File: config.mk
export PLATFORM = sky130hd
export DESIGN_NAME = calendar_date_add_subtract
export DESIGN_NICKNAME = d
export VERILOG_FILES = /design/src/cdas_pkg.sv /design/src/cdas_ctrl.sv /design/src/cdas_dpath.sv /design/src/calendar_date_add_subtract.sv
export VERILOG_INCLUDE_DIRS = /design/src /design/src/src
export SDC_FILE = /design/constraint.sdc
export NUM_CORES = 1
export LEC_CHECK = 0
export ABC_AREA = 1
export BUFFER_PORTS_ARGS = -buffer_cell sky130_fd_sc_hd__buf_4
export CAP_MARGIN = 40
export CORE_ASPECT_RATIO = 1.25
export CORE_MARGIN = 2
export CORE_UTILIZATION = 55
export DETAILED_ROUTE_END_ITERATION = 16
export GPL_TIMING_DRIVEN = 0
export PLACE_DENSITY = 0.84
export SLEW_MARGIN = 20
export SYNTH_ARGS = -nofsm -noshare
export SYNTH_HDL_FRONTEND = slang
export SYNTH_SLANG_ARGS = --single-unit
File: constraint.sdc
create_clock -name clk -period 5.1 [get_ports clk]
set_input_delay 1.53 -clock clk [delete_from_list [all_inputs] [get_ports clk]]
set_output_delay 1.53 -clock clk [all_outputs]
set_load 0.05 [all_outputs]
File: src/calendar_date_add_subtract_defines.svh
// assertion macros shared by the date shifter rtl
// no dependencies; define ASSERT_OFF to drop every check
`ifndef CALENDAR_DATE_ADD_SUBTRACT_DEFINES_SVH
`define CALENDAR_DATE_ADD_SUBTRACT_DEFINES_SVH

`ifndef ASSERT_OFF

// property must hold at every clock edge outside reset
`define CDAS_ASSERT(label, clk, rst, prop) \
  label: assert property (@(posedge clk) disable iff (rst) prop) \
    else $error("cdas assertion failed");

// expression must never be true outside reset
`define CDAS_NEVER(label, clk, rst, expr) \
  label: assert property (@(posedge clk) disable iff (rst) !(expr)) \
    else $error("cdas forbidden condition seen");

`else

`define CDAS_ASSERT(label, clk, rst, prop)
`define CDAS_NEVER(label, clk, rst, expr)

`endif

`endif

File: src/cdas_pkg.sv
// shared types, constants and calendar helpers for the date shifter
// no dependencies; used by cdas_ctrl, cdas_dpath and the top level
package cdas_pkg;

  localparam int DAY_W    = 5;
  localparam int MONTH_W  = 4;
  localparam int YEAR_W   = 14;
  localparam int OFFSET_W = 16;
  localparam int STATUS_W = 2;
  localparam int SUM_W    = OFFSET_W + 1;   // day plus offset
  localparam int R400_W   = 9;              // year mod 400

  localparam int IN_TDATA_W  = ((DAY_W + MONTH_W + YEAR_W + OFFSET_W + 7) / 8) * 8;
  localparam int OUT_TDATA_W = ((DAY_W + MONTH_W + YEAR_W + 7) / 8) * 8;

  localparam logic [YEAR_W-1:0]  YEAR_MAX  = YEAR_W'(16383);
  localparam logic [R400_W-1:0]  R400_LAST = R400_W'(399);
  localparam logic [MONTH_W-1:0] MONTH_JAN = MONTH_W'(1);
  localparam logic [MONTH_W-1:0] MONTH_FEB = MONTH_W'(2);
  localparam logic [MONTH_W-1:0] MONTH_DEC = MONTH_W'(12);
  localparam logic [DAY_W-1:0]   DAYS_LONG = DAY_W'(31);
  localparam logic [DAY_W-1:0]   DAYS_FEB_LEAP = DAY_W'(29);

  // restoring reduction of the year by 400 << k, k from REM_STEPS-1 down to 0
  localparam int REM_STEPS = 6;
  localparam int REM_CNT_W = 3;
  localparam logic [YEAR_W-1:0] REM_BASE = YEAR_W'(400);

  localparam logic [DAY_W-1:0] MONTH_LEN [12] = '{
    5'd31, 5'd28, 5'd31, 5'd30, 5'd31, 5'd30,
    5'd31, 5'd31, 5'd30, 5'd31, 5'd30, 5'd31
  };

  typedef enum logic [STATUS_W-1:0] {
    ST_OK      = 2'd0,
    ST_INVALID = 2'd1,
    ST_RANGE   = 2'd2
  } stat_t;

  typedef enum logic [2:0] {
    S_IDLE,
    S_REM,
    S_CHECK,
    S_WALK,
    S_FINISH
  } state_t;

  typedef struct packed {
    logic                 load;
    logic                 rem_step;
    logic [REM_CNT_W-1:0] rem_shift;
    logic                 check;
    logic                 walk;
    logic                 finish;
  } cmd_t;

  typedef struct packed {
    logic invalid;
    logic walk_done;
    logic out_free;
  } sts_t;

  // leap from low year bits and year mod 400
  function automatic logic is_leap(input logic [1:0] ylo, input logic [R400_W-1:0] r400);
    return (ylo == 2'd0) && !(r400 inside {R400_W'(100), R400_W'(200), R400_W'(300)});
  endfunction

  function automatic logic [DAY_W-1:0] month_days(input logic [MONTH_W-1:0] m,
                                                  input logic leap);
    logic [MONTH_W-1:0] idx;
    idx = m - MONTH_JAN;
    if (m == '0 || m > MONTH_DEC) begin
      return DAYS_LONG;
    end else if (m == MONTH_FEB && leap) begin
      return DAYS_FEB_LEAP;
    end else begin
      return MONTH_LEN[idx];
    end
  endfunction

  function automatic logic [YEAR_W-1:0] rem_div(input logic [REM_CNT_W-1:0] k);
    return REM_BASE << k;
  endfunction

endpackage

File: src/cdas_ctrl.sv
// sequencer for the date shifter: accept, year reduction, check, month walk, finish
// depends on cdas_pkg
module cdas_ctrl (
  input  logic          clk,
  input  logic          rst,
  input  logic          in_valid,
  output logic          in_ready,
  input  cdas_pkg::sts_t sts,
  output cdas_pkg::cmd_t cmd
);
  import cdas_pkg::*;

  state_t               state, state_next;
  logic [REM_CNT_W-1:0] cnt, cnt_next;

  always_ff @(posedge clk) begin
    if (rst) begin
      state <= S_IDLE;
      cnt   <= '0;
    end else begin
      state <= state_next;
      cnt   <= cnt_next;
    end
  end

  always_comb begin
    state_next = state;
    cnt_next   = cnt;
    case (state)
      S_IDLE: begin
        if (in_valid) begin
          state_next = S_REM;
          cnt_next   = REM_CNT_W'(REM_STEPS - 1);
        end
      end
      S_REM: begin
        if (cnt == '0) begin
          state_next = S_CHECK;
        end else begin
          cnt_next = cnt - 1'b1;
        end
      end
      S_CHECK: begin
        state_next = sts.invalid ? S_FINISH : S_WALK;
      end
      S_WALK: begin
        if (sts.walk_done) begin
          state_next = S_FINISH;
        end
      end
      S_FINISH: begin
        if (sts.out_free) begin
          state_next = S_IDLE;
        end
      end
      default: begin
        state_next = S_IDLE;
      end
    endcase
  end

  always_comb begin
    cmd       = '0;
    in_ready  = 1'b0;
    cmd.rem_shift = cnt;
    case (state)
      S_IDLE: begin
        in_ready = 1'b1;
        cmd.load = in_valid;
      end
      S_REM:    cmd.rem_step = 1'b1;
      S_CHECK:  cmd.check    = 1'b1;
      S_WALK:   cmd.walk     = !sts.walk_done;
      S_FINISH: cmd.finish   = sts.out_free;
      default:  cmd = '0;
    endcase
  end

endmodule

File: src/cdas_dpath.sv
// datapath of the date shifter: year mod 400, date check, month walk, result register
// depends on cdas_pkg and calendar_date_add_subtract_defines.svh
`include "calendar_date_add_subtract_defines.svh"

module cdas_dpath (
  input  logic                           clk,
  input  logic                           rst,
  input  cdas_pkg::cmd_t                 cmd,
  output cdas_pkg::sts_t                 sts,
  input  logic                           command,
  input  logic [cdas_pkg::DAY_W-1:0]     day_in,
  input  logic [cdas_pkg::MONTH_W-1:0]   month_in,
  input  logic [cdas_pkg::YEAR_W-1:0]    year_in,
  input  logic [cdas_pkg::OFFSET_W-1:0]  offset,
  output logic                           out_valid,
  input  logic                           out_ready,
  output logic [cdas_pkg::DAY_W-1:0]     day_out,
  output logic [cdas_pkg::MONTH_W-1:0]   month_out,
  output logic [cdas_pkg::YEAR_W-1:0]    year_out,
  output logic [cdas_pkg::STATUS_W-1:0]  status
);
  import cdas_pkg::*;

  logic                cmd_sub;
  logic [DAY_W-1:0]    d0;
  logic [MONTH_W-1:0]  m0;
  logic [YEAR_W-1:0]   y0;
  logic [OFFSET_W-1:0] off;
  logic [YEAR_W-1:0]   r;       // remainder during reduction, then year mod 400
  logic [SUM_W-1:0]    d;
  logic [OFFSET_W-1:0] left;
  logic [MONTH_W-1:0]  m;
  logic [YEAR_W-1:0]   y;
  stat_t               st;

  logic [YEAR_W-1:0]   div;
  logic                leap0, leap_cur, invalid;
  logic [DAY_W-1:0]    dim0, dim_cur, dim_prev;
  logic [R400_W-1:0]   r400;

  assign r400     = r[R400_W-1:0];
  assign div      = rem_div(cmd.rem_shift);
  assign leap0    = is_leap(y0[1:0], r400);
  assign dim0     = month_days(m0, leap0);
  assign invalid  = (m0 == '0) || (m0 > MONTH_DEC) || (d0 == '0) || (d0 > dim0);
  assign leap_cur = is_leap(y[1:0], r400);
  assign dim_cur  = month_days(m, leap_cur);
  assign dim_prev = month_days(m - MONTH_JAN, leap_cur);

  assign sts.invalid   = invalid;
  assign sts.walk_done = (st != ST_OK) ||
                         (cmd_sub ? (left == '0) : (d <= SUM_W'(dim_cur)));
  assign sts.out_free  = !out_valid || out_ready;

  always_ff @(posedge clk) begin
    if (cmd.load) begin
      cmd_sub <= command;
      d0      <= day_in;
      m0      <= month_in;
      y0      <= year_in;
      off     <= offset;
      r       <= year_in;
      st      <= ST_OK;
    end

    if (cmd.rem_step && r >= div) begin
      r <= r - div;
    end

    if (cmd.check) begin
      m    <= m0;
      y    <= y0;
      left <= off;
      d    <= cmd_sub ? SUM_W'(d0) : SUM_W'(d0) + SUM_W'(off);
      if (invalid) begin
        st <= ST_INVALID;
      end
    end

    if (cmd.walk) begin
      if (!cmd_sub) begin
        // carry one whole month forward
        d <= d - SUM_W'(dim_cur);
        if (m == MONTH_DEC) begin
          if (y == YEAR_MAX) begin
            st <= ST_RANGE;
          end else begin
            m <= MONTH_JAN;
            y <= y + 1'b1;
            r <= (r400 == R400_LAST) ? '0 : r + 1'b1;
          end
        end else begin
          m <= m + 1'b1;
        end
      end else if (d > SUM_W'(left)) begin
        d    <= d - SUM_W'(left);
        left <= '0;
      end else begin
        // borrow the previous month
        left <= left - OFFSET_W'(d);
        if (m == MONTH_JAN) begin
          if (y == '0) begin
            st <= ST_RANGE;
          end else begin
            m <= MONTH_DEC;
            y <= y - 1'b1;
            r <= (r400 == '0) ? YEAR_W'(R400_LAST) : r - 1'b1;
            d <= SUM_W'(DAYS_LONG);
          end
        end else begin
          m <= m - 1'b1;
          d <= SUM_W'(dim_prev);
        end
      end
    end

    if (cmd.finish) begin
      status <= st;
      if (st != ST_OK) begin
        day_out   <= d0;
        month_out <= m0;
        year_out  <= y0;
      end else begin
        day_out   <= d[DAY_W-1:0];
        month_out <= m;
        year_out  <= y;
      end
    end
  end

  always_ff @(posedge clk) begin
    if (rst) begin
      out_valid <= 1'b0;
    end else if (cmd.finish) begin
      out_valid <= 1'b1;
    end else if (out_ready) begin
      out_valid <= 1'b0;
    end
  end

  `CDAS_ASSERT(a_walk_month_range, clk, rst, cmd.walk |-> (m >= MONTH_JAN && m <= MONTH_DEC))
  `CDAS_ASSERT(a_walk_r400_tracks_year, clk, rst, cmd.walk |-> (r[1:0] == y[1:0] && r < 400))
  `CDAS_ASSERT(a_add_step_needed, clk, rst, (cmd.walk && !cmd_sub) |-> (d > SUM_W'(dim_cur)))
  `CDAS_NEVER(a_finish_overwrite, clk, rst, cmd.finish && out_valid && !out_ready)

endmodule

File: src/calendar_date_add_subtract.sv
// top level of the gregorian date shifter (add or subtract a day count)
// depends on cdas_pkg, cdas_ctrl and cdas_dpath
//
// channel  dir  handshake                       payload
// s_axis   in   s_axis_tvalid / s_axis_tready   tdata: day, month, year, offset; tuser: command
// m_axis   out  m_axis_tvalid / m_axis_tready   tdata: day, month, year; tuser: status
//
// one item at a time; the month walk steps through each month boundary crossed
// the year mod 400 needed for leap years takes six restoring steps before the check
// the result waits in an output register, so a new item is taken while it is stalled
// rst is synchronous, active high, and clears the sequencer and m_axis_tvalid
module calendar_date_add_subtract (
  input  logic                               clk,
  input  logic                               rst,
  input  logic                               s_axis_tvalid,
  output logic                               s_axis_tready,
  // day_in [4:0], month_in [8:5], year_in [22:9], offset [38:23], zero [39]
  input  logic [cdas_pkg::IN_TDATA_W-1:0]    s_axis_tdata,
  // command [0]: 0 add, 1 subtract
  input  logic [0:0]                         s_axis_tuser,
  output logic                               m_axis_tvalid,
  input  logic                               m_axis_tready,
  // day_out [4:0], month_out [8:5], year_out [22:9], zero [23]
  output logic [cdas_pkg::OUT_TDATA_W-1:0]   m_axis_tdata,
  // status [1:0]: 0 ok, 1 invalid input date, 2 year out of range
  output logic [cdas_pkg::STATUS_W-1:0]      m_axis_tuser
);
  import cdas_pkg::*;

  localparam int MON_LO = DAY_W;
  localparam int YR_LO  = DAY_W + MONTH_W;
  localparam int OFF_LO = DAY_W + MONTH_W + YEAR_W;
  localparam int OUT_PAD = OUT_TDATA_W - YR_LO - YEAR_W;

  cmd_t cmd;
  sts_t sts;

  logic [DAY_W-1:0]   day_out;
  logic [MONTH_W-1:0] month_out;
  logic [YEAR_W-1:0]  year_out;

  // sequencer
  cdas_ctrl u_ctrl (
    .clk      (clk),
    .rst      (rst),
    .in_valid (s_axis_tvalid),
    .in_ready (s_axis_tready),
    .sts      (sts),
    .cmd      (cmd)
  );

  // field unpacking happens at the port; the datapath captures on load
  cdas_dpath u_dpath (
    .clk       (clk),
    .rst       (rst),
    .cmd       (cmd),
    .sts       (sts),
    .command   (s_axis_tuser[0]),
    .day_in    (s_axis_tdata[MON_LO-1:0]),
    .month_in  (s_axis_tdata[YR_LO-1:MON_LO]),
    .year_in   (s_axis_tdata[OFF_LO-1:YR_LO]),
    .offset    (s_axis_tdata[OFF_LO+OFFSET_W-1:OFF_LO]),
    .out_valid (m_axis_tvalid),
    .out_ready (m_axis_tready),
    .day_out   (day_out),
    .month_out (month_out),
    .year_out  (year_out),
    .status    (m_axis_tuser)
  );

  // result packing, zero fill to a whole byte
  assign m_axis_tdata = {{OUT_PAD{1'b0}}, year_out, month_out, day_out};

endmodule
==> impl_metrics.tcl <==
set metrics [dict create \
    status "complete, no violations" \
    cts_max_level 4 \
    drt_iter0_drc 1499 \
    mostFrequentLayoutCells "nand2_1 (642), inv_1 (237), nor2_1 (181)" \
    worstSetupPathType "flop to flop" \
    dpl.hpwl_mm 34.5 \
    core_area_um2 21600 \
    placementRows 60 \
    grt_antenna_before_repair 1 \
    clock_skew_ns 0.0132 \
    grt_max_degree 28 \
    syn_inst 1925 \
    synth_async_sr_flop_share_pct 0 \
    cts_root_buf "clkbuf_16" \
    vias_per_cell 5.76 \
    cts_sinks 139 \
    fp.dieH_um 170 \
    avgSynthCellArea_um2 6.31 \
    remaining_drc_errors 0 \
    cts_made_buffers 17 \
    hold_buffers 0 \
    start_util_pct 56.2 \
    syn-cell-area_um2 12100 \
    grt_use_met1_pct 42.4 \
    grt_first_pass_wirelength_mm 68.0 \
    synth_flop_cell "dfxtp_1" \
    synth_fp_nets 2041 \
    maxSlewViolCount 0 \
    hold_class "flop to flop" \
    area_growth_pct 12.6 \
    grt-ovfl-total 0 \
    cts_setup_buffers 0 \
    post-route-period-util_pct 78.4 \
    synth-seq-cells 139 \
    rsz0062_at_grt "no" \
    tightestPinTransition_ns 0.850 \
    crit_fanout 10 \
    met3_usage_pct 6.88 \
    cts_buffer_depth 2 \
    top_usage_layer "met2" \
    n_fill_cell 2060 \
    cp_data_required_time_ns 5.45 \
    max_freq_mhz 250 \
    drive_gt1_share_pct 9.79 \
    ir_drop_uv 487 \
    cts_resized 0 \
    fin_crit_ns 4.00 \
    arrival_ns 4.35 \
    wire_per_inst_um 19.2 \
    grt_usage_pct 38.6 \
    powerDensity_nw_per_um2 782 \
    cts_tree "yes" \
    yosysWarnings 0 \
    power.leakage_nw 6.92 \
    fin_area_um2 13700 \
    maxCapViolations 0 \
    grt_pass1_vias 12900 \
    startpoint_type "flop" \
    wl_mm 44.4 \
    gp_congestion 1.06 \
    fp.dieW_um 137 \
    fin_ws_ns 1.10 \
    diodes 0 \
    finalHoldViolations 0 \
    setup_viol 0 \
    placed_cell_area_um2 13100 \
    ys_types 52 \
    io_pins 73 \
    use_met2_pct 66.8 \
    port_buffers 70 \
    fin_nets 2136 \
    synth_seq_area_share_pct 28.3 \
    die-area_um2 23300 \
    postRouteAntennaNets 0 \
    preCtsSetupSlack_ns 1.22 \
    first_pass_iters 8 \
    endpoint_kind "flop" \
    worst_skew_pair.late_latency_ns 0.45 \
    vias 13300 \
    slew_headroom_pct 43.4 \
    synth_enable_flop_cells 65 \
    mostFrequentLayoutCell "nand2_1" \
    clk_pin_slew_worst_paths_ns 0.07 \
]
## final timing paths
path / slack (ns) / end / start / cells past startpoint
worst min-delay path: 0.47 / u_ctrl.cnt[0] / u_ctrl.cnt[0] / 1
worst max register to register: 1.10 / u_ctrl.state[0] / u_dpath.r[5] / 20
worst max-delay path: 1.10 / u_ctrl.state[0] / u_dpath.r[5] / 20
worst min register to register: 0.47 / u_ctrl.cnt[0] / u_ctrl.cnt[0] / 1
## critical path, cell delays in order, from the launching register on
cell	delay, ns
dfxtp_1	0.49
inv_1	0.16
nor2_1	0.17
nand3_1	0.12
a21oi_1	0.15
nand2_1	0.27
nand4_1	0.19
a21oi_1	0.14
ha_1	0.32
nand2_1	0.08
nand2_1	0.07
nand2_1	0.17
nand4_1	0.20
nand2_1	0.11
nand3_1	0.10
nand2_2	0.15
buf_2	0.32
buf_2	0.43
nand4_1	0.14
nand2_1	0.09
inv_1	0.04
## where the power goes
group	total (mW)	leakage [nW]	switching, mW	internal (mW)
clock network	1.32	0.285	0.572	0.744
logic	7.29	5.41	4.96	2.33
registers	2.08	1.22	0.450	1.63
total	10.7	6.92	5.98	4.71
## final cells by class
| class | instances | area (µm²) | area share, % |
|---|---|---|---|
| inverter | 247 | 930 | 6.80 |
| timing repair buffer | 76 | 581 | 4.25 |
| tap | 279 | 349 | 2.55 |
| sequential | 139 | 3430 | 25.1 |
| buffer | 61 | 337 | 2.46 |
| clock buffer | 18 | 439 | 3.21 |
| clock inverter | 14 | 158 | 1.15 |
| multi-input combinational | 1478 | 7450 | 54.5 |
## sequential cells by signal, indices dropped and copies added (netlist names), 3 cells and up
name / flops
u_dpath.m0: 4
u_dpath.left: 16
u_dpath.month_out: 4
u_dpath.d0: 5
u_dpath.d: 17
u_dpath.day_out: 5
u_dpath.y: 14
u_dpath.y0: 14
u_dpath.m: 4
u_ctrl.state: 3
u_dpath.r: 14
u_dpath.year_out: 14
u_ctrl.cnt: 3
u_dpath.off: 16
## Yosys cell counts, types with 10 or more instances
library cell | number | share of area, %
a21oi_1 | 85 | 3.5
buf_2 | 29 | 1.2
buf_4 | 11 | 0.68
clkbuf_1 | 14 | 0.43
dfxtp_1 | 74 | 12
edfxtp_1 | 65 | 16
ha_1 | 67 | 6.9
inv_1 | 237 | 7.3
nand2_1 | 642 | 20
nand3_1 | 161 | 6.6
nand4_1 | 27 | 1.4
nor2_1 | 181 | 5.6
nor3_1 | 21 | 0.87
o21ai_0 | 136 | 5.6
o22ai_1 | 10 | 0.52
or2_2 | 10 | 0.52
xor2_1 | 39 | 2.8
## cells by family after synthesis
kind of cell,count (synthesis),share of synthesized area (%)
and+or+nand+nor,1084,38.2
buffers and inverters,308,10.4
AOI/OAI and AO/OA,276,12.2
DFF,139,28.3
adders and majority gates,71,7.56
xor gates and xnor gates,45,3.25
other,1,0.0309
muxes,1,0.0824
## per-stage QoR
step | util, % | instances | total power [mW] | TNS [ns] | hold slack, ns
finish | 63.3 | 2312 | 10.7 | 0 | 0.470
global route | 63.3 | 2312 | 11.5 | 0 | 0.482
CTS | 63.3 | 2312 | 10.5 | 0 | 0.463
detailed placement | 60.5 | 2280 | 9.13 | 0 | 0.451
global placement | 60.2 | 2274 | 9.00 | -34.80 | 0.431
floorplan | - | 1925 | 7.10 | 0 | 0.422
## layer usage
layer,vias to the layer above,share of wire [%]
li1,6405,-
met1,5947,35
met2,739,48
met3,232,8.6
met4,2,8.1
met5,-,0.041
Note: power is estimated with default switching activity, not from simulation.
